$ cat src/sv/lis_pkg.sv
`timescale 1ns / 1ps
// ----------------------------------------------------------------------------
// lis_pkg: shared types and constants for the increasing subsequence tracker
// Store sizes, opcodes, shape codes and the controller/datapath command and
// status structs.
// ----------------------------------------------------------------------------
package lis_pkg;
    localparam int MaxItems = 64;
    localparam int DimBits  = 16;
    localparam int IdxW     = $clog2(MaxItems);
    localparam int CntW     = IdxW + 1;
    localparam int KeyW     = 2 * DimBits;
    localparam int LinkW    = CntW;
    localparam logic [LinkW-1:0] NoLink = '1;

    localparam logic [1:0] OpAdd   = 2'd0;
    localparam logic [1:0] OpCount = 2'd1;
    localparam logic [1:0] OpEmit  = 2'd2;

    localparam logic [1:0] ShpSquare   = 2'd0;
    localparam logic [1:0] ShpTriangle = 2'd2;
    localparam logic [1:0] ShpBad      = 2'd3;

    // datapath commands from the controller
    typedef struct packed {
        logic capture;     // latch input word
        logic key_mul;     // compute key into key register
        logic store_item;  // write item store at item_total
        logic srch_init;   // lo=0, hi=seq_length
        logic srch_rd;     // read tail[mid]
        logic srch_key_rd; // read key of that tail
        logic srch_step;   // compare and narrow
        logic prev_rd;     // read tail[lo-1]
        logic commit;      // write tail[lo], back link, counters
        logic walk_init;   // cur = tail[len-1], pos = len
        logic walk_rd;     // read link and item of cur
        logic walk_step;   // store chain entry, advance
        logic emit_rd;     // read item at chain[k]
        logic emit_load;   // load output register
        logic emit_adv;    // k++
        logic out_simple;  // load single status result
    } lis_cmd_t;

    typedef struct packed {
        logic [1:0] op;
        logic       full;
        logic       bad_shape;
        logic       srch_done;
        logic       walk_done;
        logic       seq_empty;
        logic       emit_last;
    } lis_sts_t;
endpackage

$ cat src/sv/lis_ctrl.sv
`timescale 1ns / 1ps
// ----------------------------------------------------------------------------
// lis_ctrl: sequencing controller
// Steps the datapath through add, search, chain walk and emit phases.
// ----------------------------------------------------------------------------
module lis_ctrl
    import lis_pkg::*;
(
    input  logic     aclk,
    input  logic     aresetn,
    input  logic     in_fire,
    input  logic     out_busy,
    input  logic     out_fire,
    input  lis_sts_t sts,
    output logic     in_ready,
    output lis_cmd_t cmd
);
    typedef enum logic [3:0] {
        S_IDLE, S_DECODE, S_KEY, S_STORE, S_SRD, S_SKEY, S_SCMP, S_PREV,
        S_COMMIT, S_RESULT, S_WRD, S_WSTEP, S_ERD, S_ELOAD, S_EWAIT
    } state_t;

    state_t state_reg, state_next;

    assign in_ready = (state_reg == S_IDLE);

    // next state and commands
    always_comb begin
        state_next = state_reg;
        cmd        = '0;
        case (state_reg)
            S_IDLE: begin
                cmd.capture = in_fire;
                if (in_fire) begin
                    state_next = S_DECODE;
                end
            end
            S_DECODE: begin
                if (sts.op == OpAdd && !sts.full && !sts.bad_shape) begin
                    cmd.key_mul = 1'b1;
                    state_next  = S_KEY;
                end else if (sts.op == OpEmit && !sts.seq_empty) begin
                    cmd.walk_init = 1'b1;
                    state_next    = S_WRD;
                end else begin
                    state_next = S_RESULT;
                end
            end
            S_KEY: begin
                cmd.store_item = 1'b1;
                cmd.srch_init  = 1'b1;
                state_next     = S_STORE;
            end
            S_STORE: begin
                if (sts.srch_done) begin
                    cmd.prev_rd = 1'b1;
                    state_next  = S_PREV;
                end else begin
                    cmd.srch_rd = 1'b1;
                    state_next  = S_SRD;
                end
            end
            S_SRD: begin
                cmd.srch_key_rd = 1'b1;
                state_next      = S_SKEY;
            end
            S_SKEY: begin
                state_next = S_SCMP;
            end
            S_SCMP: begin
                cmd.srch_step = 1'b1;
                state_next    = S_STORE;
            end
            // keep the tail address on lo-1 so the link source lands at commit
            S_PREV: begin
                cmd.prev_rd = 1'b1;
                state_next  = S_COMMIT;
            end
            S_COMMIT: begin
                cmd.commit = 1'b1;
                state_next = S_RESULT;
            end
            S_RESULT: begin
                if (!out_busy) begin
                    cmd.out_simple = 1'b1;
                    state_next     = S_IDLE;
                end
            end
            S_WRD: begin
                if (sts.walk_done) begin
                    state_next = S_ERD;
                end else begin
                    cmd.walk_rd = 1'b1;
                    state_next  = S_WSTEP;
                end
            end
            S_WSTEP: begin
                cmd.walk_step = 1'b1;
                state_next    = S_WRD;
            end
            // chain entry is ready here, read its item
            S_ERD: begin
                cmd.emit_rd = 1'b1;
                state_next  = S_ELOAD;
            end
            S_ELOAD: begin
                cmd.emit_rd = 1'b1;
                if (!out_busy || out_fire) begin
                    cmd.emit_load = 1'b1;
                    if (sts.emit_last) begin
                        state_next = S_IDLE;
                    end else begin
                        cmd.emit_adv = 1'b1;
                        state_next   = S_EWAIT;
                    end
                end
            end
            S_EWAIT: begin
                state_next = S_ERD;
            end
            default: state_next = S_IDLE;
        endcase
    end

    always_ff @(posedge aclk) begin
        if (!aresetn) begin
            state_reg <= S_IDLE;
        end else begin
            state_reg <= state_next;
        end
    end
endmodule

$ cat config.mk
export PLATFORM = sky130hd
export DESIGN_NAME = lis_ctrl
export DESIGN_NICKNAME = d
export VERILOG_FILES = /design/src/sv/lis_pkg.sv /design/src/sv/lis_ctrl.sv
export SDC_FILE = /design/constraint.sdc
export NUM_CORES = 1
export LEC_CHECK = 0
export CAP_MARGIN = 15
export CORE_AREA = 2 2 39 41
export CTS_CLUSTER_DIAMETER = 80
export DETAILED_ROUTE_END_ITERATION = 16
export DIE_AREA = 0 0 41 43
export DONT_BUFFER_PORTS = 1
export PLACE_DENSITY_LB_ADDON = 0.3
export SLEW_MARGIN = 25
export SYNTH_ARGS = -nofsm -noshare
export SYNTH_HDL_FRONTEND = slang
export SYNTH_SLANG_ARGS = --single-unit
$ cat constraint.sdc
create_clock -name aclk -period 2.85 [get_ports aclk]
set_input_delay 0.1425 -clock aclk [delete_from_list [all_inputs] [get_ports aclk]]
set_output_delay 0.1425 -clock aclk [all_outputs]
set_load 0.02 [all_outputs]
==> flow_summary.html, run 1 <==
<table>
<tr><th>Metric</th><th>Value</th></tr>
<tr><th colspan="2">Run status</th></tr>
<tr><td>Outcome</td><td>completed</td></tr>
<tr><th colspan="2">Floorplanning</th></tr>
<tr><td>Die boundary width</td><td>41 um</td></tr>
<tr><td>Core area</td><td>1384 um2</td></tr>
<tr><td>Total die area</td><td>1763 um2</td></tr>
<tr><td>Vertical die dimension</td><td>43 um</td></tr>
<tr><td>Number of cell rows</td><td>14</td></tr>
<tr><td>Count of boundary I/O pins</td><td>30</td></tr>
<tr><td>Starting density of the core</td><td>0.3698</td></tr>
<tr><th colspan="2">Critical path</th></tr>
<tr><td>Length in cells of the worst reg-to-reg path</td><td>4</td></tr>
<tr><td>Setup slack of the worst register-to-register path</td><td>1260 ps</td></tr>
<tr><td>CP Capture Point</td><td>cmd[1]</td></tr>
<tr><td>Worst Setup Path Type</td><td>register to output port</td></tr>
<tr><td>Worst reg2reg path startpoint</td><td>state_reg[0]</td></tr>
<tr><td>Worst setup path start</td><td>state_reg[3]</td></tr>
<tr><td>Worst-path fanout max</td><td>17</td></tr>
<tr><td>Largest stage delay on the critical path</td><td>660 ps</td></tr>
<tr><td>Count of cell instances traversed by the critical path</td><td>4</td></tr>
<tr><td>Critical-path cell list</td><td>nand2b_1 -&gt; nor2_1 -&gt; and3_1 -&gt; nor2b_1</td></tr>
<tr><td>Worst r2r dst</td><td>state_reg[0]</td></tr>
<tr><td>Required time reported for the critical path endpoint</td><td>2710 ps</td></tr>
<tr><td>Sort of element at the start of the critical path</td><td>register</td></tr>
<tr><td>Bufs and invs on worst path</td><td>0</td></tr>
<tr><td>Nature of the critical path endpoint</td><td>output port</td></tr>
<tr><td>Worst path slowest cell</td><td>dfxtp_1</td></tr>
<tr><td>Category of cells accounting for the largest share of critical-path delay</td><td>simple AND/OR/NAND/NOR gates</td></tr>
<tr><td>Data arrival time of the critical path</td><td>2250 ps</td></tr>
<tr><th colspan="2">STA</th></tr>
<tr><td>Slew at the pin closest to its max-slew limit</td><td>713.9 ps</td></tr>
<tr><td>Largest clock skew in the final design</td><td>1.574 ps</td></tr>
<tr><td>Final-layout setup total negative slack</td><td>0 ps</td></tr>
<tr><td>Final-report max-slew violation count</td><td>0</td></tr>
<tr><td>Unrepaired setup endpoints after global routing</td><td>no</td></tr>
<tr><td>Clock period minus worst slack</td><td>2392 ps</td></tr>
<tr><td>Final setup violation count</td><td>0</td></tr>
<tr><td>Fin crit share</td><td>0.8392</td></tr>
<tr><td>Final-layout worst hold slack</td><td>38.02 ps</td></tr>
<tr><td>Fmax</td><td>418.1 MHz</td></tr>
<tr><td>Headroom to the max-slew limit</td><td>0.5223</td></tr>
<tr><td>Hold Vio Cnt, Final</td><td>0</td></tr>
<tr><th colspan="2">Synth</th></tr>
<tr><td>Part of the Yosys area used for sequential elements</td><td>0.1565</td></tr>
<tr><td>Mapped Cells</td><td>75</td></tr>
<tr><td>Syn_nets</td><td>88</td></tr>
<tr><td>Netlist cell types</td><td>36</td></tr>
<tr><td>Average footprint of a synthesized cell</td><td>6.823 um2</td></tr>
<tr><td>Post-synthesis sequential element count</td><td>4</td></tr>
<tr><td>Synthesis Warnings</td><td>0</td></tr>
<tr><td>Post-Syn Area</td><td>511.7 um2</td></tr>
<tr><th colspan="2">Global route</th></tr>
<tr><td>Overflow left after global routing</td><td>0</td></tr>
<tr><td>Vias in the first global route</td><td>394</td></tr>
<tr><td>Antenna violations before repair</td><td>0</td></tr>
<tr><td>Total global-route track usage</td><td>0.1245</td></tr>
<tr><td>Largest net degree at the start of global routing</td><td>20</td></tr>
<tr><td>Global-route wire length before repair</td><td>1.531 mm</td></tr>
<tr><th colspan="2">Clock tree</th></tr>
<tr><td>Num CTS Buffers</td><td>3</td></tr>
<tr><td>CTS tree</td><td>yes</td></tr>
<tr><td>Clk Latency, worst-skew pair</td><td>230 ps</td></tr>
<tr><td>Post-CTS Hold Fix Bufs</td><td>0</td></tr>
<tr><td>Clock Path Buffers</td><td>2</td></tr>
<tr><td>Maximum level of the CTS H-tree</td><td>1</td></tr>
<tr><td>Root Buffer</td><td>clkbuf_4</td></tr>
<tr><td>Sink Count</td><td>4</td></tr>
<tr><td>Post-CTS setup repair buffer count</td><td>0</td></tr>
<tr><td>Clock transition at path regs</td><td>40 ps</td></tr>
<tr><td>Count of cells resized by post-cts repair</td><td>0</td></tr>
<tr><th colspan="2">Cells and area</th></tr>
<tr><td>Non-filler instance count after layout</td><td>87</td></tr>
<tr><td>Max reg flops</td><td>4</td></tr>
<tr><td>Number of inserted diodes</td><td>0</td></tr>
<tr><td>Most common library cell in the layout ignoring fill and taps</td><td>nor2_1</td></tr>
<tr><td>Commonest cells after routing, fill and taps aside</td><td>10 x nor2_1, 8 x nand2b_1, 5 x nor3_1</td></tr>
<tr><td>Final instance area</td><td>518.0 um2</td></tr>
<tr><td>Final #Nets</td><td>86</td></tr>
<tr><td>Share of post-route cells with drive strength above 1</td><td>0.1268</td></tr>
<tr><td>Layout overhead on the synthesized area</td><td>1.222%</td></tr>
<tr><th colspan="2">Power and ir drop</th></tr>
<tr><td>Total power after layout</td><td>343.8 uW</td></tr>
<tr><td>Static Leakage</td><td>0.1813 nW</td></tr>
<tr><td>Max VDD drop</td><td>0.2476 mV</td></tr>
<tr><td>Pwr/cell area</td><td>663.6 nW/um2</td></tr>
<tr><th colspan="2">Route</th></tr>
<tr><td>Routed via count divided by cell count</td><td>6.046</td></tr>
<tr><td>Remaining number of nets flagged by the antenna check after routing</td><td>0</td></tr>
<tr><td>First DRT Iteration DRCs</td><td>5</td></tr>
<tr><td>Detailed Route WL</td><td>1.153 mm</td></tr>
<tr><td>Count of unresolved DRC violations after routing</td><td>0</td></tr>
<tr><td>Via total after detailed routing</td><td>526</td></tr>
<tr><td>Number of detailed-route iterations in the first pass</td><td>4</td></tr>
<tr><td>Routed length per instance</td><td>13.25 um</td></tr>
<tr><th colspan="2">Job</th></tr>
<tr><td>Max Cap Violations</td><td>0</td></tr>
<tr><th colspan="2">Place</th></tr>
<tr><td>Area after DPL</td><td>495.5 um2</td></tr>
<tr><td>Placed wire-length estimate after detailed placement</td><td>834.1 um</td></tr>
<tr><td>Port Buf Inserts</td><td>0</td></tr>
<tr><td>Placed Instances</td><td>84</td></tr>
<tr><td>Final weighted congestion of routability-driven global placement</td><td>0.7487</td></tr>
<tr><th colspan="2">Worst hold path</th></tr>
<tr><td>Type of the worst min-delay path</td><td>primary input to register</td></tr>
<tr><td>Worst hold path startpoint</td><td>aresetn</td></tr>
</table>
## layer usage
layer	routed length [um]	global-route usage
met1	503	0.1511
met2	545	0.2031
met3	89	0.01571
met4	14	0.06000
met5	0	0
## power breakdown
group          switching (mW)  internal [mW]
clock                  0.0210         0.0469
combinational          0.0904         0.0664
sequential             0.0505         0.0685
## Yosys cell counts
| library cell | n | area, um2 |
|---|---|---|
| nand2b_1 | 8 | 50.05 |
| o31a_1 | 1 | 8.760 |
| o21ai_1 | 1 | 5.000 |
| and2_1 | 1 | 6.260 |
| inv_2 | 1 | 3.750 |
| a21oi_1 | 4 | 20.02 |
| o21a_1 | 1 | 7.510 |
| clkbuf_1 | 1 | 3.750 |
| a31o_1 | 1 | 8.760 |
| nand3_1 | 3 | 15.01 |
| a21boi_1 | 1 | 7.510 |
| nor2_1 | 10 | 37.54 |
| a21o_1 | 2 | 15.01 |
| nor3b_1 | 1 | 7.510 |
| a211oi_2 | 1 | 12.51 |
| or2_1 | 1 | 6.260 |
| nor3_1 | 5 | 25.02 |
| buf_2 | 5 | 25.02 |
| clkbuf_4 | 1 | 7.510 |
| a41oi_1 | 1 | 8.760 |
| a31oi_1 | 1 | 6.260 |
| or3b_2 | 1 | 8.760 |
| or3_1 | 1 | 6.260 |
| or4_4 | 1 | 11.26 |
| buf_4 | 1 | 7.510 |
| and3_1 | 2 | 12.51 |
| o21ai_0 | 1 | 5.000 |
| a211oi_1 | 2 | 15.01 |
| dfxtp_1 | 4 | 80.08 |
| nand2_1 | 4 | 15.01 |
| o31ai_1 | 1 | 7.510 |
| o2111ai_1 | 1 | 8.760 |
| nor2b_1 | 1 | 6.260 |
| o221ai_1 | 1 | 8.760 |
| nand3b_1 | 2 | 15.01 |
| o41ai_2 | 1 | 16.27 |
## cell families after synthesis
kind of cell / synth area share
AOI/OAI and AO/OA: 0.3154
and+or+nand+nor: 0.4352
buffers and inverters: 0.09290
DFF: 0.1565
## worst min path at each step
stage / end / slack [ps] / depth (start not counted)
after detailed placement: state_reg[2] / 280 / 1
after floorplan: state_reg[2] / 270 / 1
after CTS: state_reg[2] / 30 / 1
after global routing: state_reg[2] / 50 / 1
after global placement: state_reg[2] / 280 / 1
final: state_reg[2] / 40 / 1
## final cells by class
cell class	instances	area (um2)
Fill cell	149	865.8
Sequential cell	4	80.08
Timing Repair Buffer	1	7.507
Inverter	1	3.754
Tap cell	16	20.02
Clock buffer	3	22.52
Multi-Input combinational cell	62	384.1
## per-stage QoR
step           worst slack [ps]  utilization
4_1_cts                   470.4       0.3743
5_1_grt                   363.5       0.3743
3_5_place_dp              732.1       0.3580
3_3_place_gp              789.9       0.3580
2_1_floorplan              1060            -
6_report                  458.2       0.3743
Note: power is estimated with default switching activity, not from simulation.
==> run 2, diff against run 1 <==
==> constraint.sdc (replaced) <==
create_clock -name aclk -period 2 [get_ports aclk]
set_input_delay 0.1 -clock aclk [delete_from_list [all_inputs] [get_ports aclk]]
set_output_delay 0.1 -clock aclk [all_outputs]
set_load 0.02 [all_outputs]
==> flow_summary.html, run 2 (same netlist as run 1, synthesis figures left out) <==
<table>
<tr><th>Metric</th><th>Value</th></tr>
<tr><th colspan="2">Run status</th></tr>
<tr><td>Outcome</td><td>completed</td></tr>
<tr><th colspan="2">Floorplanning</th></tr>
<tr><td>Count of boundary I/O pins</td><td>30</td></tr>
<tr><td>Vertical die dimension</td><td>43 um</td></tr>
<tr><td>Starting density of the core</td><td>0.3698</td></tr>
<tr><td>Total die area</td><td>1763 um2</td></tr>
<tr><td>Number of cell rows</td><td>14</td></tr>
<tr><td>Die boundary width</td><td>41 um</td></tr>
<tr><td>Core area</td><td>1384 um2</td></tr>
<tr><th colspan="2">Power and ir drop</th></tr>
<tr><td>Max VDD drop</td><td>0.3952 mV</td></tr>
<tr><td>Total power after layout</td><td>530.8 uW</td></tr>
<tr><td>Pwr/cell area</td><td>880.1 nW/um2</td></tr>
<tr><td>Static Leakage</td><td>0.2394 nW</td></tr>
<tr><th colspan="2">Critical path</th></tr>
<tr><td>Length in cells of the worst reg-to-reg path</td><td>4</td></tr>
<tr><td>Sort of element at the start of the critical path</td><td>register</td></tr>
<tr><td>Setup slack of the worst register-to-register path</td><td>550 ps</td></tr>
<tr><td>Required time reported for the critical path endpoint</td><td>1900 ps</td></tr>
<tr><td>Worst Setup Path Type</td><td>register to output port</td></tr>
<tr><td>Worst-path fanout max</td><td>13</td></tr>
<tr><td>Data arrival time of the critical path</td><td>1650 ps</td></tr>
<tr><td>Worst setup path start</td><td>state_reg[2]</td></tr>
<tr><td>Worst r2r dst</td><td>state_reg[1]</td></tr>
<tr><td>Worst reg2reg path startpoint</td><td>state_reg[2]</td></tr>
<tr><td>Nature of the critical path endpoint</td><td>output port</td></tr>
<tr><td>CP Capture Point</td><td>cmd[6]</td></tr>
<tr><th colspan="2">Worst hold path</th></tr>
<tr><td>Worst hold path startpoint</td><td>aresetn</td></tr>
<tr><td>Type of the worst min-delay path</td><td>primary input to register</td></tr>
<tr><th colspan="2">Cells and area</th></tr>
<tr><td>Share of post-route cells with drive strength above 1</td><td>0.2317</td></tr>
<tr><td>Most common library cell in the layout ignoring fill and taps</td><td>buf_4</td></tr>
<tr><td>Layout overhead on the synthesized area</td><td>17.85%</td></tr>
<tr><td>Final instance area</td><td>603.1 um2</td></tr>
<tr><td>Max reg flops</td><td>4</td></tr>
<tr><td>Non-filler instance count after layout</td><td>98</td></tr>
<tr><td>Final #Nets</td><td>97</td></tr>
<tr><td>Final core area utilization</td><td>0.4358</td></tr>
<tr><td>Commonest cells after routing, fill and taps aside</td><td>11 x buf_4, 10 x nor2_1, 8 x nand2b_1</td></tr>
<tr><td>Number of inserted diodes</td><td>0</td></tr>
<tr><th colspan="2">Clock tree</th></tr>
<tr><td>CTS tree</td><td>yes</td></tr>
<tr><td>Sink Count</td><td>4</td></tr>
<tr><td>Clk Latency, worst-skew pair</td><td>250 ps</td></tr>
<tr><td>Clock transition at path regs</td><td>40 ps</td></tr>
<tr><td>Num CTS Buffers</td><td>3</td></tr>
<tr><td>Root Buffer</td><td>clkbuf_4</td></tr>
<tr><td>Count of cells resized by post-cts repair</td><td>0</td></tr>
<tr><td>Clock Path Buffers</td><td>2</td></tr>
<tr><td>Maximum level of the CTS H-tree</td><td>1</td></tr>
<tr><th colspan="2">STA</th></tr>
<tr><td>Headroom to the max-slew limit</td><td>0.5781</td></tr>
<tr><td>Hold Vio Cnt, Final</td><td>0</td></tr>
<tr><td>Final setup slack of the worst path</td><td>249.3 ps</td></tr>
<tr><td>Final setup violation count</td><td>0</td></tr>
<tr><td>Slew at the pin closest to its max-slew limit</td><td>628.0 ps</td></tr>
<tr><td>Fmax</td><td>571.2 MHz</td></tr>
<tr><td>Final-layout worst hold slack</td><td>106.3 ps</td></tr>
<tr><td>Final-layout setup total negative slack</td><td>0 ps</td></tr>
<tr><td>Fin crit share</td><td>0.8753</td></tr>
<tr><td>Largest clock skew in the final design</td><td>11.67 ps</td></tr>
<tr><td>Clock period minus worst slack</td><td>1751 ps</td></tr>
<tr><td>Unrepaired setup endpoints after global routing</td><td>no</td></tr>
<tr><td>Final-report max-slew violation count</td><td>0</td></tr>
<tr><th colspan="2">Place</th></tr>
<tr><td>Area after DPL</td><td>570.5 um2</td></tr>
<tr><td>Placed Instances</td><td>94</td></tr>
<tr><td>Setup slack at placement</td><td>517.3 ps</td></tr>
<tr><td>Port Buf Inserts</td><td>0</td></tr>
<tr><td>Placed wire-length estimate after detailed placement</td><td>947.2 um</td></tr>
<tr><td>Final weighted congestion of routability-driven global placement</td><td>0.7935</td></tr>
<tr><th colspan="2">Route</th></tr>
<tr><td>Remaining number of nets flagged by the antenna check after routing</td><td>0</td></tr>
<tr><td>Via total after detailed routing</td><td>560</td></tr>
<tr><td>Count of unresolved DRC violations after routing</td><td>0</td></tr>
<tr><td>Detailed Route WL</td><td>1.249 mm</td></tr>
<tr><td>Routed via count divided by cell count</td><td>5.714</td></tr>
<tr><td>Number of detailed-route iterations in the first pass</td><td>4</td></tr>
<tr><td>Routed length per instance</td><td>12.74 um</td></tr>
<tr><td>First DRT Iteration DRCs</td><td>11</td></tr>
<tr><th colspan="2">Global route</th></tr>
<tr><td>Largest net degree at the start of global routing</td><td>20</td></tr>
<tr><td>Total global-route track usage</td><td>0.1568</td></tr>
<tr><td>Vias in the first global route</td><td>475</td></tr>
<tr><td>Antenna violations before repair</td><td>0</td></tr>
<tr><td>Global-route wire length before repair</td><td>1.869 mm</td></tr>
<tr><td>Overflow left after global routing</td><td>0</td></tr>
<tr><th colspan="2">Job</th></tr>
<tr><td>Max Cap Violations</td><td>0</td></tr>
</table>
==> run 2: changes by cell type in the layout (fill, tap and decap cells not counted), sizes merged <==
cell,change
dlygate4sd3,+1
buf,+10
==> run 2: worst max-delay path: stages (launching register included) <==
cell,delay (ps)
dfxtp_1,420
nand2b_1,260
or3_1,370
nor2_1,340
==> run 2: worst min path at each step <==
stage,to,slack (ps),depth (start not counted)
after CTS,state_reg[1],110,3
final,state_reg[1],110,3
after global routing,state_reg[2],120,2
after detailed placement,state_reg[2],240,1
after floorplan,state_reg[2],230,1
after global placement,state_reg[2],240,1
==> run 2: what timing repair did <==
action / CTS / global route
endpoints found under the hold margin: 1 / 0
setup buffers: 0 / 0
hold buffers: 1 / 0
==> run 2: power by group <==
part / switching (mW) / internal (mW)
clock network: 0.0392 / 0.0675
registers: 0.0426 / 0.0975
logic: 0.166 / 0.118
==> run 2: per-layer routing <==
| layer | global-route usage | up-vias | part of all wire |
|---|---|---|---|
| met5 | 0 | - | 0 |
| met4 | 0.06000 | 0 | 0.0088 |
| met3 | 0.07853 | 3 | 0.084 |
| met2 | 0.2438 | 21 | 0.47 |
| met1 | 0.1742 | 248 | 0.43 |
| li1 | - | 288 | - |
==> run 2: layout make-up <==
class	count	area [um2]
fillers	140	780.7
well taps	16	20.02
inverters	1	3.754
multi-input cells	62	384.1
flip-flops and latches	4	80.08
clock buffers	3	22.52
repair buffers	12	92.59
